## config.mk

```make
export PLATFORM = sky130hd
export DESIGN_NAME = time_of_day_schedule_duty
export DESIGN_NICKNAME = d
export VERILOG_FILES = /design/src/tods_pkg.sv /design/src/time_of_day_schedule_duty.sv /design/src/tods_regs.sv /design/src/tods_time.sv /design/src/tods_pick.sv /design/src/tods_out.sv
export SDC_FILE = /design/constraint.sdc
export NUM_CORES = 1
export LEC_CHECK = 0
export BUFFER_PORTS_ARGS = -buffer_cell sky130_fd_sc_hd__buf_2
export CAP_MARGIN = 15
export CELL_PAD_IN_SITES_DETAIL_PLACEMENT = 1
export CELL_PAD_IN_SITES_GLOBAL_PLACEMENT = 1
export CORE_MARGIN = 2
export CORE_UTILIZATION = 35
export DETAILED_ROUTE_END_ITERATION = 7
export PLACE_DENSITY = 0.65
export SETUP_SLACK_MARGIN = 0.4
export SLEW_MARGIN = 0
export SYNTH_ARGS = -nofsm -noshare
export SYNTH_HDL_FRONTEND = slang
export SYNTH_HIERARCHICAL = 1
export SYNTH_SLANG_ARGS = --single-unit
```

## constraint.sdc

```tcl
create_clock -name i_clk -period 8.47 [get_ports i_clk]
set_input_delay 0 -clock i_clk [delete_from_list [all_inputs] [get_ports i_clk]]
set_output_delay 0 -clock i_clk [all_outputs]
set_load 0.03 [all_outputs]
```

## src/tods_pkg.sv

```systemverilog
// Shared constants, types and helper functions of the schedule duty block.
`timescale 1ns / 1ps
package tods_pkg;

    localparam int SLOT_COUNT    = 6;
    localparam int ENTRY_W       = 26;
    localparam int HOUR_W        = 5;
    localparam int MIN_W         = 6;
    localparam int DUTY_W        = 7;
    localparam int LEVEL_W       = 8;
    localparam int TIME_W        = 11;
    localparam int COUNT_W       = 3;
    localparam int MOD_W         = 5;
    localparam int CFG_IDX_W     = 3;
    localparam int CFG_DATA_W    = ENTRY_W;

    localparam int HOUR_LSB      = 0;
    localparam int MIN_LSB       = 5;
    localparam int DUTY_LSB      = 11;
    localparam int LEVEL_LSB     = 18;

    localparam int MIN_PER_HOUR  = 60;
    localparam int BLOCK_MIN     = 20;
    localparam int PERCENT_FULL  = 100;
    // floor(20 * d / 100) = floor(d / 5), exact for d <= 100 as (d * 205) >> 10.
    localparam int DIV5_MUL      = 205;
    localparam int DIV5_SHIFT    = 10;
    localparam int PROD_W        = 15;

    localparam logic [CFG_IDX_W-1:0] CFG_COUNT       = 3'd0;
    localparam logic [CFG_IDX_W-1:0] CFG_ENTRY_FIRST = 3'd1;

    typedef struct packed {
        logic [COUNT_W-1:0]                    count;
        logic [SLOT_COUNT-1:0][ENTRY_W-1:0]    entry;
    } t_cfg;

    typedef struct packed {
        logic               found;
        logic [TIME_W-1:0]  time_m;
        logic [DUTY_W-1:0]  duty;
        logic [LEVEL_W-1:0] level;
    } t_cand;

    function automatic logic [TIME_W-1:0] entry_time(input logic [ENTRY_W-1:0] e);
        return TIME_W'(e[HOUR_LSB +: HOUR_W]) * TIME_W'(MIN_PER_HOUR)
             + TIME_W'(e[MIN_LSB +: MIN_W]);
    endfunction

    // b is the higher-index candidate, so it wins ties.
    function automatic t_cand pick_later(input t_cand a, input t_cand b);
        if (b.found && (!a.found || b.time_m >= a.time_m)) begin
            return b;
        end
        return a;
    endfunction

    // A 6-bit minute can reach 63, so up to three blocks may need to come off.
    function automatic logic [MOD_W-1:0] mod_block(input logic [MIN_W-1:0] m);
        logic [MIN_W-1:0] r;
        r = m;
        if (r >= MIN_W'(3 * BLOCK_MIN)) begin
            r = r - MIN_W'(3 * BLOCK_MIN);
        end else if (r >= MIN_W'(2 * BLOCK_MIN)) begin
            r = r - MIN_W'(2 * BLOCK_MIN);
        end else if (r >= MIN_W'(BLOCK_MIN)) begin
            r = r - MIN_W'(BLOCK_MIN);
        end
        return r[MOD_W-1:0];
    endfunction

    function automatic logic [DUTY_W-1:0] duty_sat(input logic [DUTY_W-1:0] d);
        return (d > DUTY_W'(PERCENT_FULL)) ? DUTY_W'(PERCENT_FULL) : d;
    endfunction

    function automatic logic [MOD_W-1:0] duty_threshold(input logic [DUTY_W-1:0] d);
        logic [PROD_W-1:0] p;
        p = PROD_W'(d) * PROD_W'(DIV5_MUL);
        return p[DIV5_SHIFT +: MOD_W];
    endfunction

endpackage

```

## src/time_of_day_schedule_duty.sv

```systemverilog
// Top level of the time-of-day schedule duty block.
//
//   channel  direction  handshake                    payload
//   in       input      i_in_valid / o_in_ready      i_hour_now, i_minute_now
//   out      output     o_out_valid / i_out_ready    o_enable_out, o_level_out, o_duty_out
//   cfg      input      i_cfg_we (no wait)           i_cfg_idx, i_cfg_data
//
// One transaction per cycle while the output is not stalled; each result passes through
// the four register stages (time, pair select, final select, output) before it is on
// the outputs.
// Synchronous active-low reset clears all stage valid bits and the configuration.
// A stall on the output backs up stage by stage; each stage holds its data until taken.
`timescale 1ns / 1ps
module time_of_day_schedule_duty (
    input  logic                              i_clk,
    input  logic                              i_rst_n,
    input  logic                              i_cfg_we,
    input  logic [tods_pkg::CFG_IDX_W-1:0]    i_cfg_idx,
    input  logic [tods_pkg::CFG_DATA_W-1:0]   i_cfg_data,
    input  logic                              i_in_valid,
    output logic                              o_in_ready,
    input  logic [tods_pkg::HOUR_W-1:0]       i_hour_now,
    input  logic [tods_pkg::MIN_W-1:0]        i_minute_now,
    output logic                              o_out_valid,
    input  logic                              i_out_ready,
    output logic                              o_enable_out,
    output logic [tods_pkg::LEVEL_W-1:0]      o_level_out,
    output logic [tods_pkg::DUTY_W-1:0]       o_duty_out
);

    tods_pkg::t_cfg                   cfg;

    logic                             s1_valid;
    logic                             s1_ready;
    logic [tods_pkg::TIME_W-1:0]      s1_now;
    logic [tods_pkg::MOD_W-1:0]       s1_mod;

    logic                             s3_valid;
    logic                             s3_ready;
    logic [tods_pkg::DUTY_W-1:0]      s3_duty;
    logic [tods_pkg::LEVEL_W-1:0]     s3_level;
    logic [tods_pkg::MOD_W-1:0]       s3_mod;

    tods_regs u_regs (
        .i_clk      (i_clk),
        .i_rst_n    (i_rst_n),
        .i_cfg_we   (i_cfg_we),
        .i_cfg_idx  (i_cfg_idx),
        .i_cfg_data (i_cfg_data),
        .o_cfg      (cfg)
    );

    tods_time u_time (
        .i_clk    (i_clk),
        .i_rst_n  (i_rst_n),
        .i_valid  (i_in_valid),
        .o_ready  (o_in_ready),
        .i_hour   (i_hour_now),
        .i_minute (i_minute_now),
        .o_valid  (s1_valid),
        .i_ready  (s1_ready),
        .o_now    (s1_now),
        .o_mod    (s1_mod)
    );

    tods_pick u_pick (
        .i_clk    (i_clk),
        .i_rst_n  (i_rst_n),
        .i_cfg    (cfg),
        .i_valid  (s1_valid),
        .o_ready  (s1_ready),
        .i_now    (s1_now),
        .i_mod    (s1_mod),
        .o_valid  (s3_valid),
        .i_ready  (s3_ready),
        .o_duty   (s3_duty),
        .o_level  (s3_level),
        .o_mod    (s3_mod)
    );

    tods_out u_out (
        .i_clk    (i_clk),
        .i_rst_n  (i_rst_n),
        .i_valid  (s3_valid),
        .o_ready  (s3_ready),
        .i_duty   (s3_duty),
        .i_level  (s3_level),
        .i_mod    (s3_mod),
        .o_valid  (o_out_valid),
        .i_ready  (i_out_ready),
        .o_enable (o_enable_out),
        .o_level  (o_level_out),
        .o_duty   (o_duty_out)
    );

endmodule

```

## src/tods_regs.sv

```systemverilog
// Configuration registers: entry count and the six schedule entries.
`timescale 1ns / 1ps
module tods_regs (
    input  logic                              i_clk,
    input  logic                              i_rst_n,
    input  logic                              i_cfg_we,
    input  logic [tods_pkg::CFG_IDX_W-1:0]    i_cfg_idx,
    input  logic [tods_pkg::CFG_DATA_W-1:0]   i_cfg_data,
    output tods_pkg::t_cfg                    o_cfg
);

    logic [tods_pkg::COUNT_W-1:0]                                 r_count;
    logic [tods_pkg::SLOT_COUNT-1:0][tods_pkg::ENTRY_W-1:0]       r_entry;

    always_ff @(posedge i_clk) begin
        if (!i_rst_n) begin
            r_count <= '0;
        end else if (i_cfg_we && i_cfg_idx == tods_pkg::CFG_COUNT) begin
            r_count <= i_cfg_data[tods_pkg::COUNT_W-1:0];
        end
    end

    // Indexes past the last entry match no slot and are dropped.
    for (genvar k = 0; k < tods_pkg::SLOT_COUNT; k++) begin : g_slot
        always_ff @(posedge i_clk) begin
            if (!i_rst_n) begin
                r_entry[k] <= '0;
            end else if (i_cfg_we && i_cfg_idx ==
                         tods_pkg::CFG_ENTRY_FIRST + tods_pkg::CFG_IDX_W'(k)) begin
                r_entry[k] <= i_cfg_data[tods_pkg::ENTRY_W-1:0];
            end
        end
    end

    assign o_cfg.count = r_count;
    assign o_cfg.entry = r_entry;

endmodule

```

## src/tods_time.sv

```systemverilog
// First stage: minutes since midnight and minute position in the 20-minute block.
`timescale 1ns / 1ps
module tods_time (
    input  logic                           i_clk,
    input  logic                           i_rst_n,
    input  logic                           i_valid,
    output logic                           o_ready,
    input  logic [tods_pkg::HOUR_W-1:0]    i_hour,
    input  logic [tods_pkg::MIN_W-1:0]     i_minute,
    output logic                           o_valid,
    input  logic                           i_ready,
    output logic [tods_pkg::TIME_W-1:0]    o_now,
    output logic [tods_pkg::MOD_W-1:0]     o_mod
);

    logic                          r_valid;
    logic [tods_pkg::TIME_W-1:0]   r_now;
    logic [tods_pkg::MOD_W-1:0]    r_mod;

    assign o_ready = !r_valid || i_ready;

    always_ff @(posedge i_clk) begin
        if (!i_rst_n) begin
            r_valid <= 1'b0;
        end else if (o_ready) begin
            r_valid <= i_valid;
        end
    end

    always_ff @(posedge i_clk) begin
        if (o_ready && i_valid) begin
            r_now <= tods_pkg::TIME_W'(i_hour) * tods_pkg::TIME_W'(tods_pkg::MIN_PER_HOUR)
                   + tods_pkg::TIME_W'(i_minute);
            r_mod <= tods_pkg::mod_block(i_minute);
        end
    end

    assign o_valid = r_valid;
    assign o_now   = r_now;
    assign o_mod   = r_mod;

endmodule

```

## src/tods_pick.sv

```systemverilog
// Two stages that select the latest qualifying entry: pairwise, then final.
`timescale 1ns / 1ps
module tods_pick (
    input  logic                           i_clk,
    input  logic                           i_rst_n,
    input  tods_pkg::t_cfg                 i_cfg,
    input  logic                           i_valid,
    output logic                           o_ready,
    input  logic [tods_pkg::TIME_W-1:0]    i_now,
    input  logic [tods_pkg::MOD_W-1:0]     i_mod,
    output logic                           o_valid,
    input  logic                           i_ready,
    output logic [tods_pkg::DUTY_W-1:0]    o_duty,
    output logic [tods_pkg::LEVEL_W-1:0]   o_level,
    output logic [tods_pkg::MOD_W-1:0]     o_mod
);

    localparam int PAIRS = tods_pkg::SLOT_COUNT / 2;

    tods_pkg::t_cand                       cand [tods_pkg::SLOT_COUNT];
    tods_pkg::t_cand                       pair [PAIRS];
    tods_pkg::t_cand                       best;

    logic                                  r_s2_valid;
    tods_pkg::t_cand                       r_s2_pair [PAIRS];
    logic [tods_pkg::MOD_W-1:0]            r_s2_mod;
    logic                                  s2_ready;

    logic                                  r_s3_valid;
    logic [tods_pkg::DUTY_W-1:0]           r_s3_duty;
    logic [tods_pkg::LEVEL_W-1:0]          r_s3_level;
    logic [tods_pkg::MOD_W-1:0]            r_s3_mod;
    logic                                  s3_ready;

    always_comb begin
        for (int k = 0; k < tods_pkg::SLOT_COUNT; k++) begin
            cand[k].time_m = tods_pkg::entry_time(i_cfg.entry[k]);
            cand[k].found  = (tods_pkg::COUNT_W'(k) < i_cfg.count) && (cand[k].time_m <= i_now);
            cand[k].duty   = i_cfg.entry[k][tods_pkg::DUTY_LSB +: tods_pkg::DUTY_W];
            cand[k].level  = i_cfg.entry[k][tods_pkg::LEVEL_LSB +: tods_pkg::LEVEL_W];
        end
        for (int p = 0; p < PAIRS; p++) begin
            pair[p] = tods_pkg::pick_later(cand[2 * p], cand[2 * p + 1]);
        end
    end

    assign s3_ready = !r_s3_valid || i_ready;
    assign s2_ready = !r_s2_valid || s3_ready;
    assign o_ready  = s2_ready;

    always_ff @(posedge i_clk) begin
        if (!i_rst_n) begin
            r_s2_valid <= 1'b0;
            r_s3_valid <= 1'b0;
        end else begin
            if (s2_ready) begin
                r_s2_valid <= i_valid;
            end
            if (s3_ready) begin
                r_s3_valid <= r_s2_valid;
            end
        end
    end

    always_ff @(posedge i_clk) begin
        if (s2_ready && i_valid) begin
            r_s2_pair <= pair;
            r_s2_mod  <= i_mod;
        end
    end

    always_comb begin
        best = r_s2_pair[0];
        for (int p = 1; p < PAIRS; p++) begin
            best = tods_pkg::pick_later(best, r_s2_pair[p]);
        end
    end

    // With no qualifying entry both duty and level read as zero.
    always_ff @(posedge i_clk) begin
        if (s3_ready && r_s2_valid) begin
            r_s3_duty  <= best.found ? tods_pkg::duty_sat(best.duty) : '0;
            r_s3_level <= best.found ? best.level : '0;
            r_s3_mod   <= r_s2_mod;
        end
    end

    assign o_valid = r_s3_valid;
    assign o_duty  = r_s3_duty;
    assign o_level = r_s3_level;
    assign o_mod   = r_s3_mod;

endmodule

```

## src/tods_out.sv

```systemverilog
// Output stage: enable threshold compare and the result register.
`timescale 1ns / 1ps
module tods_out (
    input  logic                           i_clk,
    input  logic                           i_rst_n,
    input  logic                           i_valid,
    output logic                           o_ready,
    input  logic [tods_pkg::DUTY_W-1:0]    i_duty,
    input  logic [tods_pkg::LEVEL_W-1:0]   i_level,
    input  logic [tods_pkg::MOD_W-1:0]     i_mod,
    output logic                           o_valid,
    input  logic                           i_ready,
    output logic                           o_enable,
    output logic [tods_pkg::LEVEL_W-1:0]   o_level,
    output logic [tods_pkg::DUTY_W-1:0]    o_duty
);

    logic                           r_valid;
    logic                           r_enable;
    logic [tods_pkg::LEVEL_W-1:0]   r_level;
    logic [tods_pkg::DUTY_W-1:0]    r_duty;

    assign o_ready = !r_valid || i_ready;

    always_ff @(posedge i_clk) begin
        if (!i_rst_n) begin
            r_valid <= 1'b0;
        end else if (o_ready) begin
            r_valid <= i_valid;
        end
    end

    always_ff @(posedge i_clk) begin
        if (o_ready && i_valid) begin
            r_enable <= i_mod < tods_pkg::duty_threshold(i_duty);
            r_level  <= i_level;
            r_duty   <= i_duty;
        end
    end

    assign o_valid  = r_valid;
    assign o_enable = r_enable;
    assign o_level  = r_level;
    assign o_duty   = r_duty;

endmodule

```

**Yosys cells after proc, flatten, opt, wreduce, memory -nomap -nowiden**

Index checks and enable logic that the tools add are counted.

- $add $sub $neg: 10
- Multiply operators: 8
- $lt $le $gt $ge: 22
- Equality and inequality tests: 6
- Multiplexer cells: 19
- Bitwise operators: 1
- Reductions and logical operators: 42

Operators by type and width:

| cell | count |
|---|---|
| 27-bit 2-to-1 mux | 10 |
| 11-bit by 6-bit adder with 11-bit output | 7 |
| 11-bit <= comparator | 6 |
| 5-bit by 4-bit multiplier with 9-bit output (second input constant) | 7 |
| 11-bit greater-or-equal comparator | 5 |
| 1-bit logical AND | 22 |
| 7-bit by 8-bit multiplier with 15-bit output (second input constant) | 1 |
| 5-bit 2-to-1 mux | 3 |
| 6-bit greater-or-equal comparator (second input constant) | 2 |
| 5-bit subtractor (second input constant) | 2 |
| 3-bit == test (second input constant) | 3 |
| 1-bit logical NOT | 9 |
| 1-bit logical OR | 9 |
| 7-bit > comparator (second input constant) | 1 |
| 7-bit 2-to-1 mux | 1 |
| 3-bit by 2-bit == test with 1-bit output (second input constant) | 2 |
| 6-bit by 5-bit greater-or-equal comparator with 1-bit output (second input constant) | 1 |
| 1-bit by 3-bit < comparator with 1-bit output (first input constant) | 2 |
| 2-bit by 3-bit < comparator with 1-bit output (first input constant) | 2 |
| 3-bit < comparator (first input constant) | 2 |
| 5-bit < comparator | 1 |
| 1-bit 2-to-1 mux | 5 |
| 5-bit by 4-bit subtractor with 5-bit output (second input constant) | 1 |
| 3-bit by 1-bit == test with 1-bit output (second input constant) | 1 |
| other kinds (3) | 3 |

- Register bits after elaboration: 301
- Bits of input ports: 45
- Output and inout port bits: 18
- Logic and storage cells: 141

**Longest topological paths before layout**

- Depth in word-level cells: 12
- Depth in mapped cells: 21
- Mapped depth without buffers: 20

**Cells and area by module**

The synthesis kept the hierarchy.

Modules (own cells, without submodules):

| module | times used | cells an instance | area an instance (µm²) | sequential area each (µm²) |
|---|---|---|---|---|
| tods_pick | 1 | 1134 | 11870.1 | 3223.1 |
| tods_regs | 1 | 549 | 5793.1 | 3183.1 |
| tods_out | 1 | 135 | 1556.5 | 500.5 |
| tods_time | 1 | 132 | 1421.4 | 440.4 |

**Least setup slack after synthesis**

Ideal clock, no wire load.

- Path kind: flip-flop to flip-flop
- Start point: register u_regs.r_entry, in the netlist u_regs/o_cfg[106]
- End point: register u_pick/r_s2_pair[17] (netlist bit) (data pin)
- Setup time: 0.260 ns
- Arrival: 4.647 ns
- Data required time: 8.210 ns
- Path slack: 3.563 ns
- Stages on the path, launching flop included: 21
- Buffers on the path: 1
- Clock period less this slack: 4.907 ns
- Cell sequence: dfxtp_1 > fa_1 > fa_1 > inv_1 > fa_1 > inv_1 > ha_1 > nor2b_1 > o21a_1 > nand3_1 > xor2_1 > inv_1 > ha_1 > nand4_1 > a211o_1 > o211ai_1 > a21oi_1 > a41oi_2 > o2111ai_4 > buf_8 > mux2_4

RTL lines:

| element | RTL line | RTL |
|---|---|---|
| start: declaration | tods_regs.sv:13 | `logic [tods_pkg::SLOT_COUNT-1:0][tods_pkg::ENTRY_W-1:0] r_entry;` |
| start signal: indexed assignment | tods_regs.sv:30 | `r_entry[k] <= i_cfg_data[tods_pkg::ENTRY_W-1:0];` |
| end signal: assignment | tods_pick.sv:67 | `r_s2_pair <= pair;` |
| end: declaration | tods_pick.sv:25 | `tods_pkg::t_cand r_s2_pair [PAIRS];` |

==> impl_metrics.env <==
export IMPL_outcome="completed"
export IMPL_antenna_cells=0
export IMPL_grt_max_degree=81
export IMPL_syn_nets=2333
export IMPL_path_class="flop to flop"
export IMPL_die_area_um2=60900
export IMPL_hpwl_um=40700
export IMPL_port_buffers=62
export IMPL_ant_nets=0
export IMPL_wirelength_um=54900
export IMPL_fin_crit_ps=5920
export IMPL_max_freq_mhz=169
export IMPL_min_period_over_period=0.699
export IMPL_syn_instance_count=1950
export IMPL_async_flop_share=0
export IMPL_ys_flop_type="dfxtp_1"
export IMPL_totalPowerFinal_mw=4.09
export IMPL_vias=14400
export IMPL_crit_fanout=26
export IMPL_fin_setup_tns_ps=0
export IMPL_cts_htree_levels=2
export IMPL_track_usage=0.180
export IMPL_ioPinCount=63
export IMPL_p_leak_nw=11.0
export IMPL_yosysWarningCount=6
export IMPL_core_um2=58700
export IMPL_fin_skew_ps=19.9
export IMPL_synth_edff_count=136
export IMPL_final_cell_mix="ha_1 (274), nand2_1 (233), inv_1 (222)"
export IMPL_vias_per_cell=5.07
export IMPL_syn_area_per_cell_um2=10.6
export IMPL_cp_required_ps=8780
export IMPL_regToRegSetupSlack_ps=2550
export IMPL_synth_seq_cells=299
export IMPL_grt_ovfl_total=0
export IMPL_cts_sinks=299
export IMPL_ctsResizeCount=0
export IMPL_wl_per_cell_um=19.3
export IMPL_clk_insertion_delay_late_ps=570
export IMPL_cp_end_kind="flop"
export IMPL_drive_above_1_share=0.114
export IMPL_rsz0062_at_grt="false"
export IMPL_layout_nets=2426
export IMPL_post_route_util=0.396
export IMPL_cp_start_kind="flop"
export IMPL_cts_buffers=37
export IMPL_relSlewSlack=0.236
export IMPL_grt_pass1_wl_um=85500
export IMPL_yosysUniqueCellTypes=85
export IMPL_vdd_ir_drop_max_mv=0.128
export IMPL_fp_dieW_um=247
export IMPL_drt_initial_drc_count=482
export IMPL_setup_violations_final=0
export IMPL_holdCritPathClass="input pin to flop"
export IMPL_grt_pass1_vias=15800
export IMPL_arrival_ps=6230
export IMPL_area_delta_synth_final_pct=12.6
export IMPL_rows=89
export IMPL_cts_tree="built"
export IMPL_clock_path_buffers=3
export IMPL_clockRootBuffer="clkbuf_16"
export IMPL_gp_congestion=0.858
export IMPL_fp_dieH_um=247
export IMPL_startpoint="u_regs/o_cfg[2]$_SDFFE_PN0P_"
export IMPL_synth_area_um2=20600
export IMPL_clkTransAtPathRegs_ps=60
export IMPL_power_density_nw_per_um2=176
export IMPL_start_util=0.352
export IMPL_worstMarginPinSlew_ps=1140
export IMPL_drv_cap=0
export IMPL_antenna_found_initial=0
export IMPL_final_common_cell="ha_1"
export IMPL_r2r_start="u_regs/o_cfg[2]$_SDFFE_PN0P_"
export IMPL_drc=0
export IMPL_nFillCells=6442
export IMPL_dr_pass1_iters=5
export IMPL_cp_endpoint="u_pick/r_s2_pair[60]$_DFFE_PP_"
export IMPL_drv_slew=0
export IMPL_reg2regPathDepth=19
export IMPL_worstReg2RegEnd="u_pick/r_s2_pair[60]$_DFFE_PP_"
export IMPL_ys_seq_area_frac=0.356
export IMPL_finalHoldViolCount=0
cell type report:
class / count / area (µm²) / share of cell area
clock buffer: 49 / 1000 / 0.0431
clock inverter: 19 / 235 / 0.0101
inverter: 222 / 833 / 0.0359
multi-input combinational: 1372 / 12100 / 0.520
sequential: 299 / 7350 / 0.316
tap: 773 / 967 / 0.0416
timing repair buffer: 111 / 769 / 0.0331
worst min path at each step:
stage | end | depth (start not counted) | start | slack (ps)
after floorplan | u_time/o_now[0]$_DFFE_PP_ | 0 | i_minute_now[0] | 100
after global placement | u_time/o_now[1]$_DFFE_PP_ | 1 | i_minute_now[1] | 200
after detailed placement | u_time/o_now[1]$_DFFE_PP_ | 1 | i_minute_now[1] | 200
after CTS | u_regs/o_cfg[62]$_SDFFE_PN0P_ | 3 | i_cfg_data[10] | 5
after global routing | u_regs/o_cfg[88]$_SDFFE_PN0P_ | 3 | i_cfg_data[10] | 10
final | u_regs/o_cfg[62]$_SDFFE_PN0P_ | 3 | i_cfg_data[10] | 9
cells by family (layout without fill, tap and decap cells):
group,Yosys count,after routing,share of synthesized area
AO/OA/AOI/OAI,270,270,0.0919
XOR/XNOR,84,84,0.0356
adder cells (fa/ha/maj),338,338,0.228
buffers and inverters,279,401,0.0593
flip-flops,299,299,0.356
multiplexers,240,240,0.128
AND/OR/NAND/NOR,440,440,0.101
state kept, by name, indices dropped and copies added (netlist names), 3 cells and up:
name,flops
u_out/o_duty,7
u_out/o_level,8
u_pick/o_duty,7
u_pick/o_level,8
u_pick/o_mod,5
u_pick/r_s2_mod,5
u_pick/r_s2_pair,81
u_regs/o_cfg,156
u_regs/r_count,3
u_time/o_mod,3
u_time/o_now,11
what timing repair did:
item | 4_1_cts | 5_1_grt
endpoints found under the hold margin | 141 | 0
setup buffers | 0 | 0
hold buffers | 34 | 0
critical path: stages, from the launching register on:
cell and delay, ps:
dfxtp_1 450, fa_1 500, fa_1 530, inv_1 60
fa_1 490, inv_1 40, ha_1 300, o21ai_0 100
nand2b_1 120, nand3_1 120, inv_1 80, nand3_1 90
xnor2_1 360, inv_1 90, ha_1 310, nand4_1 100
o32ai_1 350, o32ai_1 220, o21bai_4 910, mux2_2 430
synthesized netlist by cell type (4+ instances only):
library cell | number | area (µm²)
ha_1 | 274 | 3430
nand2_1 | 233 | 875
inv_1 | 222 | 833
mux2i_1 | 170 | 1700
dfxtp_1 | 163 | 3260
edfxtp_1 | 136 | 4080
a21oi_1 | 76 | 380
fa_1 | 64 | 1280
xnor2_1 | 53 | 464
nor2_1 | 47 | 176
mux2_4 | 41 | 616
nand3_1 | 39 | 195
o21ai_0 | 31 | 155
xor2_1 | 31 | 272
a21o_1 | 29 | 218
mux2_2 | 29 | 327
nor2b_1 | 26 | 163
nand4_1 | 21 | 131
nor3_1 | 19 | 95.1
o21a_1 | 18 | 135
clkbuf_1 | 17 | 63.8
buf_4 | 16 | 120
nand2b_1 | 16 | 100
o21bai_1 | 15 | 113
a31oi_1 | 13 | 81.3
buf_2 | 11 | 55.1
a211oi_1 | 10 | 75.1
buf_6 | 10 | 113
a311oi_1 | 7 | 61.3
o211ai_1 | 7 | 52.6
o21ai_1 | 5 | 25.0
o32ai_1 | 5 | 43.8
and2_1 | 4 | 25.0
nand4b_1 | 4 | 35.0
o22ai_1 | 4 | 25.0
metal layers:
layer  share of wire  up-vias  global-route usage
met2            0.51      163               0.336
met5               0        -                   0
met1            0.44     7170               0.214
li1                -     6995                   -
met3           0.027       85              0.0267
met4           0.026        0              0.0498
where the power goes:
group / internal, mW / total [mW] / switching, mW
Sequential: 1.58 / 1.61 / 0.0349
Clock: 0.942 / 1.61 / 0.665
Combinational: 0.341 / 0.870 / 0.529
Total: 2.86 / 4.09 / 1.23
through the flow:
step / instances / area (µm²) / hold WS [ps] / setup slack [ps]
after floorplan: 1950 / 20600 / 98.9 / 3560
after global placement: 2743 / 21700 / 200 / 2680
after detailed placement: 2743 / 21700 / 203 / 2470
after CTS: 2845 / 23200 / 5.12 / 2460
after global routing: 2845 / 23200 / 13.3 / 2140
final: 2845 / 23200 / 9.07 / 2550
Note: power is estimated with default switching activity, not from simulation.
